[src/rtl/tlpf_pkg.sv]
// ----------------------------------------------------------------------------
// tlpf_pkg
// Types and constants shared by the two-level predicate filter.
// ----------------------------------------------------------------------------
package tlpf_pkg;

    localparam logic [2:0] OP_EQ = 3'd0;
    localparam logic [2:0] OP_GT = 3'd1;
    localparam logic [2:0] OP_GE = 3'd2;
    localparam logic [2:0] OP_LT = 3'd3;
    localparam logic [2:0] OP_LE = 3'd4;
    localparam logic [2:0] OP_NE = 3'd5;

    localparam logic [1:0] LINK_AND = 2'd0;
    localparam logic [1:0] LINK_OR  = 2'd1;

    typedef struct packed {
        logic [31:0] value_bits;
        logic [31:0] threshold_bits;
        logic [2:0]  compare_op;
        logic        term_known;
        logic        term_present;
        logic [1:0]  group_link;
        logic [1:0]  query_link;
        logic        last_in_group;
        logic        last_in_query;
        logic        query_empty;
    } in_item_t;

    typedef struct packed {
        logic verdict;
        logic decided;
    } out_item_t;

endpackage

[src/rtl/two_level_predicate_filter_top.sv]
// ----------------------------------------------------------------------------
// two_level_predicate_filter_top
// Streams query terms and emits one verdict per closed query.
// ----------------------------------------------------------------------------
// channel | ports                         | payload
// input   | s_valid, s_ready, s_item      | tlpf_pkg::in_item_t
// result  | m_valid, m_ready, m_item      | tlpf_pkg::out_item_t
//
// one term per cycle; the input register feeds the compare and fold logic,
// which writes the result register, so a verdict is valid after its closing
// term passes both registers. aresetn clears the pipeline and all fold state.
// a stalled result holds the pipeline; s_ready follows the input stage.
// ----------------------------------------------------------------------------
module two_level_predicate_filter_top (
    input  logic                aclk,
    input  logic                aresetn,
    input  logic                s_valid,
    output logic                s_ready,
    input  tlpf_pkg::in_item_t  s_item,
    output logic                m_valid,
    input  logic                m_ready,
    output tlpf_pkg::out_item_t m_item
);

    logic                in_valid_reg;
    tlpf_pkg::in_item_t  in_item_reg;
    logic                out_valid_reg, out_valid_next;
    tlpf_pkg::out_item_t out_item_reg, out_item_next;

    logic gs_reg, go_reg, gk_reg, qs_reg, qo_reg, qk_reg;
    logic gs_next, go_next, gk_next, qs_next, qo_next, qk_next;

    logic holds;
    logic adv;
    logic in_ready;
    logic gs1, go1, gk1;
    logic r_true, r_false, r_und;
    logic qs1, qo1, qk1;

    // stage 2 can take work when result slot is free or draining
    assign adv      = !out_valid_reg || m_ready;
    assign in_ready = !in_valid_reg || adv;
    assign s_ready  = in_ready;
    assign m_valid  = out_valid_reg;
    assign m_item   = out_item_reg;

    tlpf_fcmp u_fcmp (
        .value_bits     (in_item_reg.value_bits),
        .threshold_bits (in_item_reg.threshold_bits),
        .compare_op     (in_item_reg.compare_op),
        .holds          (holds)
    );

    always_comb begin
        gs1 = gs_reg; go1 = go_reg; gk1 = gk_reg;
        if (in_item_reg.term_present && !gs_reg) begin
            if (in_item_reg.term_known) begin
                if (in_item_reg.group_link == tlpf_pkg::LINK_AND && !holds) begin
                    gs1 = 1'b1; go1 = 1'b0;
                end else if (in_item_reg.group_link == tlpf_pkg::LINK_OR && holds) begin
                    gs1 = 1'b1; go1 = 1'b1;
                end
            end else begin
                gk1 = 1'b0;
            end
        end
        // group result as false / true / undecided
        r_true  = gs1 ? go1 : (gk1 && in_item_reg.group_link == tlpf_pkg::LINK_AND);
        r_false = gs1 ? !go1 : (gk1 && in_item_reg.group_link != tlpf_pkg::LINK_AND);
        r_und   = !gs1 && !gk1;
        qs1 = qs_reg; qo1 = qo_reg; qk1 = qk_reg;
        if ((in_item_reg.last_in_group || in_item_reg.last_in_query) && !qs_reg) begin
            if (in_item_reg.query_link == tlpf_pkg::LINK_AND && r_false) begin
                qs1 = 1'b1; qo1 = 1'b0;
            end else if (in_item_reg.query_link == tlpf_pkg::LINK_OR && r_true) begin
                qs1 = 1'b1; qo1 = 1'b1;
            end else if (r_und) begin
                qk1 = 1'b0;
            end
        end

        gs_next = gs_reg; go_next = go_reg; gk_next = gk_reg;
        qs_next = qs_reg; qo_next = qo_reg; qk_next = qk_reg;
        out_valid_next = out_valid_reg && !m_ready;
        out_item_next  = out_item_reg;
        if (in_valid_reg && adv) begin
            if (in_item_reg.query_empty || in_item_reg.last_in_query) begin
                gs_next = 1'b0; go_next = 1'b0; gk_next = 1'b1;
                qs_next = 1'b0; qo_next = 1'b0; qk_next = 1'b1;
                out_valid_next = 1'b1;
                if (in_item_reg.query_empty) begin
                    out_item_next = '{verdict: 1'b1, decided: 1'b1};
                end else if (qs1) begin
                    out_item_next = '{verdict: qo1, decided: 1'b1};
                end else if (qk1) begin
                    out_item_next = '{verdict: (in_item_reg.query_link == tlpf_pkg::LINK_AND),
                                      decided: 1'b1};
                end else begin
                    out_item_next = '{verdict: 1'b1, decided: 1'b0};
                end
            end else begin
                qs_next = qs1; qo_next = qo1; qk_next = qk1;
                if (in_item_reg.last_in_group) begin
                    gs_next = 1'b0; go_next = 1'b0; gk_next = 1'b1;
                end else begin
                    gs_next = gs1; go_next = go1; gk_next = gk1;
                end
            end
        end
    end

    always_ff @(posedge aclk) begin
        if (!aresetn) begin
            in_valid_reg  <= 1'b0;
            out_valid_reg <= 1'b0;
            gs_reg <= 1'b0; go_reg <= 1'b0; gk_reg <= 1'b1;
            qs_reg <= 1'b0; qo_reg <= 1'b0; qk_reg <= 1'b1;
        end else begin
            if (in_ready) begin
                in_valid_reg <= s_valid;
            end
            out_valid_reg <= out_valid_next;
            gs_reg <= gs_next; go_reg <= go_next; gk_reg <= gk_next;
            qs_reg <= qs_next; qo_reg <= qo_next; qk_reg <= qk_next;
        end
    end

    always_ff @(posedge aclk) begin
        if (in_ready && s_valid) begin
            in_item_reg <= s_item;
        end
        out_item_reg <= out_item_next;
    end

    // a result waiting on a stalled sink must not change
    assert property (@(posedge aclk) disable iff (!aresetn)
        m_valid && !m_ready |=> m_valid && $stable(m_item))
        else $error("result changed while stalled");

    // an undecided verdict always passes
    assert property (@(posedge aclk) disable iff (!aresetn)
        m_valid && !m_item.decided |-> m_item.verdict)
        else $error("undecided verdict failed");

    // closing a query returns the fold state to reset
    assert property (@(posedge aclk) disable iff (!aresetn)
        in_valid_reg && adv && in_item_reg.last_in_query |=> !qs_reg && qk_reg && !gs_reg)
        else $error("state not cleared after query close");

endmodule

[src/rtl/tlpf_fcmp.sv]
// ----------------------------------------------------------------------------
// tlpf_fcmp
// IEEE single compare of value against threshold for one comparison code.
// ----------------------------------------------------------------------------
module tlpf_fcmp (
    input  logic [31:0] value_bits,
    input  logic [31:0] threshold_bits,
    input  logic [2:0]  compare_op,
    output logic        holds
);

    logic        v_nan;
    logic        t_nan;
    logic [31:0] kv;
    logic [31:0] kt;

    function automatic logic [31:0] order_key(input logic [31:0] b);
        logic [31:0] z;
        z = (b[30:0] == 31'd0) ? 32'd0 : b;
        return z[31] ? ~z : (z | 32'h8000_0000);
    endfunction

    assign v_nan = (value_bits[30:23] == 8'hff) && (value_bits[22:0] != 23'd0);
    assign t_nan = (threshold_bits[30:23] == 8'hff) && (threshold_bits[22:0] != 23'd0);
    assign kv    = order_key(value_bits);
    assign kt    = order_key(threshold_bits);

    always_comb begin
        if (v_nan || t_nan) begin
            holds = (compare_op == tlpf_pkg::OP_NE);
        end else begin
            unique case (compare_op)
                tlpf_pkg::OP_EQ: holds = (kv == kt);
                tlpf_pkg::OP_GT: holds = (kv > kt);
                tlpf_pkg::OP_GE: holds = (kv >= kt);
                tlpf_pkg::OP_LT: holds = (kv < kt);
                tlpf_pkg::OP_LE: holds = (kv <= kt);
                tlpf_pkg::OP_NE: holds = (kv != kt);
                default:         holds = 1'b0;
            endcase
        end
    end

endmodule
[config.mk]
export PLATFORM = sky130hd
export DESIGN_NAME = two_level_predicate_filter_top
export DESIGN_NICKNAME = d
export VERILOG_FILES = /design/src/rtl/tlpf_pkg.sv /design/src/rtl/two_level_predicate_filter_top.sv /design/src/rtl/tlpf_fcmp.sv
export SDC_FILE = /design/constraint.sdc
export NUM_CORES = 1
export LEC_CHECK = 0
export ABC_AREA = 1
export BUFFER_PORTS_ARGS = -buffer_cell sky130_fd_sc_hd__buf_2
export CAP_MARGIN = 20
export CORE_MARGIN = 5
export CORE_UTILIZATION = 34
export DETAILED_ROUTE_END_ITERATION = 12
export SYNTH_ARGS = -nofsm -noshare
export SYNTH_HDL_FRONTEND = slang
export SYNTH_SLANG_ARGS = --single-unit
export TNS_END_PERCENT = 30
[constraint.sdc]
create_clock -name aclk -period 3.65 [get_ports aclk]
set_input_delay 0.365 -clock aclk [delete_from_list [all_inputs] [get_ports aclk]]
set_output_delay 0.365 -clock aclk [all_outputs]
set_load 0.03 [all_outputs]
==> run metrics <==
status finished with violations; violated checks setup timing; Starting DRT DRC Count 122; Period minus WS final around 4.2 ns; CTS Buffer Depth 2; Area Overhead vs Synth 38.24%; GRT overflow 0; CP Launch Point in_item_reg[25]; Post-synth ARST share 0%; GP Congestion 0.8332; DRC 0; Via density ~4.6; ys flop type edfxtp_1; clk_skew 0.01200 ns; TNS Setup -2.285 ns; final non-filler cell total roughly 780; Die W approximately 130 microns; highest clock rate 237.0 MHz; Final Cycle Share 115.6%; static leakage 2.649 nW; H-tree depth 3; root buf cell clkbuf_16; Largest register FFs 76; largest cells by area after synthesis edfxtp_1 51%, ha_1 8.8%, xnor2_1 6.0%; class of the most critical setup path flip-flop to flip-flop; Vert. Die Dim 125.8 microns; Port Buf Inserts between 80 and 90; r2r setup slk -0.57 ns; Pwr Total roughly 2.5 mW; Final Hold Viols 0; vias in the first global route 3728; CORE AREA 13190 sq um; # hold bufs at CTS 0; fin worst setup slack -0.5692 ns; initial antenna violation count 0; clock buffers created by TritonCTS 9; type of the most critical hold path input port to flip-flop; leading area contributor after synthesis edfxtp_1; Ant. Diodes 0; Yosys cell types 30; top-area cell type share of the netlist area 51.36%; Critical Path AT 4.32 ns; first-pass GRT wire length about 17000 microns; peak supply drop 0.0002923 V; Skew-Pair Late Insertion Delay between 0.3 and 0.4 ns; CP endpoint kind flip-flop; DIE AREA 15830 sq um; pin count of the biggest net entering global routing about 40; setup violators final 6; cell mode on critical path nand2_2; Slew headroom ~48%; dpl cells 762; syn_nets 554; worst-path maximum fanout 8; final instance area 6305 sq um; Total GRT Usage 13.67%; reg2reg end m_item[0]; Seq/Total Area, Yosys between 50% and 60%; Final Hold Slack 0.1818 ns; Post-synth EDFFs 78; cell row count 42; synthesized cell area 4561 sq um; crit path capture m_item[0]; clk sinks 86; Cell Pwr Density 396.0 nW/um^2; Initial Utilization 34.58%; dpl hpwl 7850 microns; post-synthesis cell count between 400 and 500; Post-Syn Area per Cell 10.32 sq um; Finished Core Util 47.80%; final net count 715; I/O pins 84; Placed Area roughly 5700 sq um; CTS tree built; via count roughly 3600; antenna viol nets, final 0; RSZ-0062 raised after global routing yes; Ys Warns 0; share of layout cells above drive strength 1 37.50%; r2r startpoint in_item_reg[25]; Worst path slowest cell edfxtp_1; final WL 10540 microns; Detailed Routing Iterations Pass 1 4; MaxCap Viol Count 0; Worst EP required 3.76 ns; drt wl/cell 13.44 microns; Clock transition at path regs 0.07 ns; DP Worst Slack -0.6870 ns; Slew Viols, Final 0; Largest stage delay, worst path slightly below 0.4 ns; Worst Tran Pin Value 0.7827 ns; reg2reg path depth 31; Critical Path Start Type flip-flop; Yosys reg bits 86
## layout by cell type, fill, tap and decap left out, types with 5 or more instances in the layout
cell	count
a21oi_1	46
buf_2	83
buf_4	71
clkbuf_16	9
dfxtp_1	8
edfxtp_1	78
ha_1	31
inv_1	26
nand2_1	59
nand2_2	17
nand3_1	12
nand4_1	9
nor2_1	54
nor2_4	5
nor3_1	6
nor4_1	9
nor4_2	5
o21ai_0	6
xnor2_1	27
## where the power goes
group	internal [mW]	switching (mW)
Combinational	0.228	0.245
Sequential	1.14	0.0332
Clock	0.464	0.389
## cell families (layout without fill, tap and decap cells)
logic type | Yosys count | after routing | synth area share [%]
AND/OR/NAND/NOR | 193 | 193 | 19.48
buffers and inverters | 38 | 204 | 3.128
XOR/XNOR | 33 | 33 | 6.338
AO/OA/AOI/OAI | 60 | 60 | 7.408
flip-flops | 86 | 86 | 54.87
adder cells (fa/ha/maj) | 32 | 32 | 8.779
## per-layer routing
| metal | wire (microns) | share of wire [%] | GRT usage, % | up-vias |
|---|---|---|---|---|
| li1 | - | - | - | 1873 |
| met1 | 4674 | 44 | 16.59 | 1677 |
| met3 | 291 | 2.8 | 2.667 | 21 |
| met2 | 5296 | 50 | 23.25 | 65 |
| met5 | 0 | 0 | 0 | - |
| met4 | 276 | 2.6 | 6.814 | 0 |
## worst min path at each step
stage / start / end / slack (ns) / depth (start not counted)
3_3_place_gp: go_reg / go_reg / 0.46 / 2
2_1_floorplan: go_reg / go_reg / 0.45 / 2
3_5_place_dp: qo_reg / qo_reg / 0.46 / 2
4_1_cts: s_item[57] / in_item_reg[57] / 0.17 / 1
6_report: s_item[57] / in_item_reg[57] / 0.18 / 1
5_1_grt: s_item[57] / in_item_reg[57] / 0.17 / 1
## what timing repair did
action | CTS | global route
resized for setup | 14 | 39
buffers inserted | 1 | 4
hold endpoints to repair | 0 | 0
cloned | 1 | 0
setup endpoints to repair | 7 | 7
pin swaps | 1 | 16
## critical path, delay by kind of cell, from the launching register on
| family | cells | cell delay (ns) |
|---|---|---|
| and+or+nand+nor | 24 | 2.41 |
| AOI/OAI and AO/OA | 2 | 0.34 |
| adders and majority gates | 1 | 0.33 |
| DFF | 1 | 0.39 |
| buffers and inverters | 3 | 0.36 |
| xor gates and xnor gates | 1 | 0.13 |
## synthesized netlist by cell type (2+ instances only)
master / instances
a21oi_1: 46
buf_1: 3
clkbuf_1: 7
dfxtp_1: 8
edfxtp_1: 78
ha_1: 32
inv_1: 28
nand2_1: 66
nand2_2: 12
nand3_1: 16
nand3b_1: 3
nand4_1: 9
nor2_1: 59
nor2_2: 3
nor3_1: 7
nor3b_1: 2
nor4_1: 14
o21ai_0: 6
xnor2_1: 31
xor2_1: 2
## final cells by class
type / count / area (sq um)
Tap cell: 176 / 220.2
Multi-Input combinational cell: 318 / 2146
Clock buffer: 10 / 229.0
Timing Repair Buffer: 160 / 1057
Clock inverter: 6 / 45.04
Inverter: 28 / 105.1
Fill cell: 1180 / 6885
Sequential cell: 86 / 2502
(Power assumes the default switching activity.)
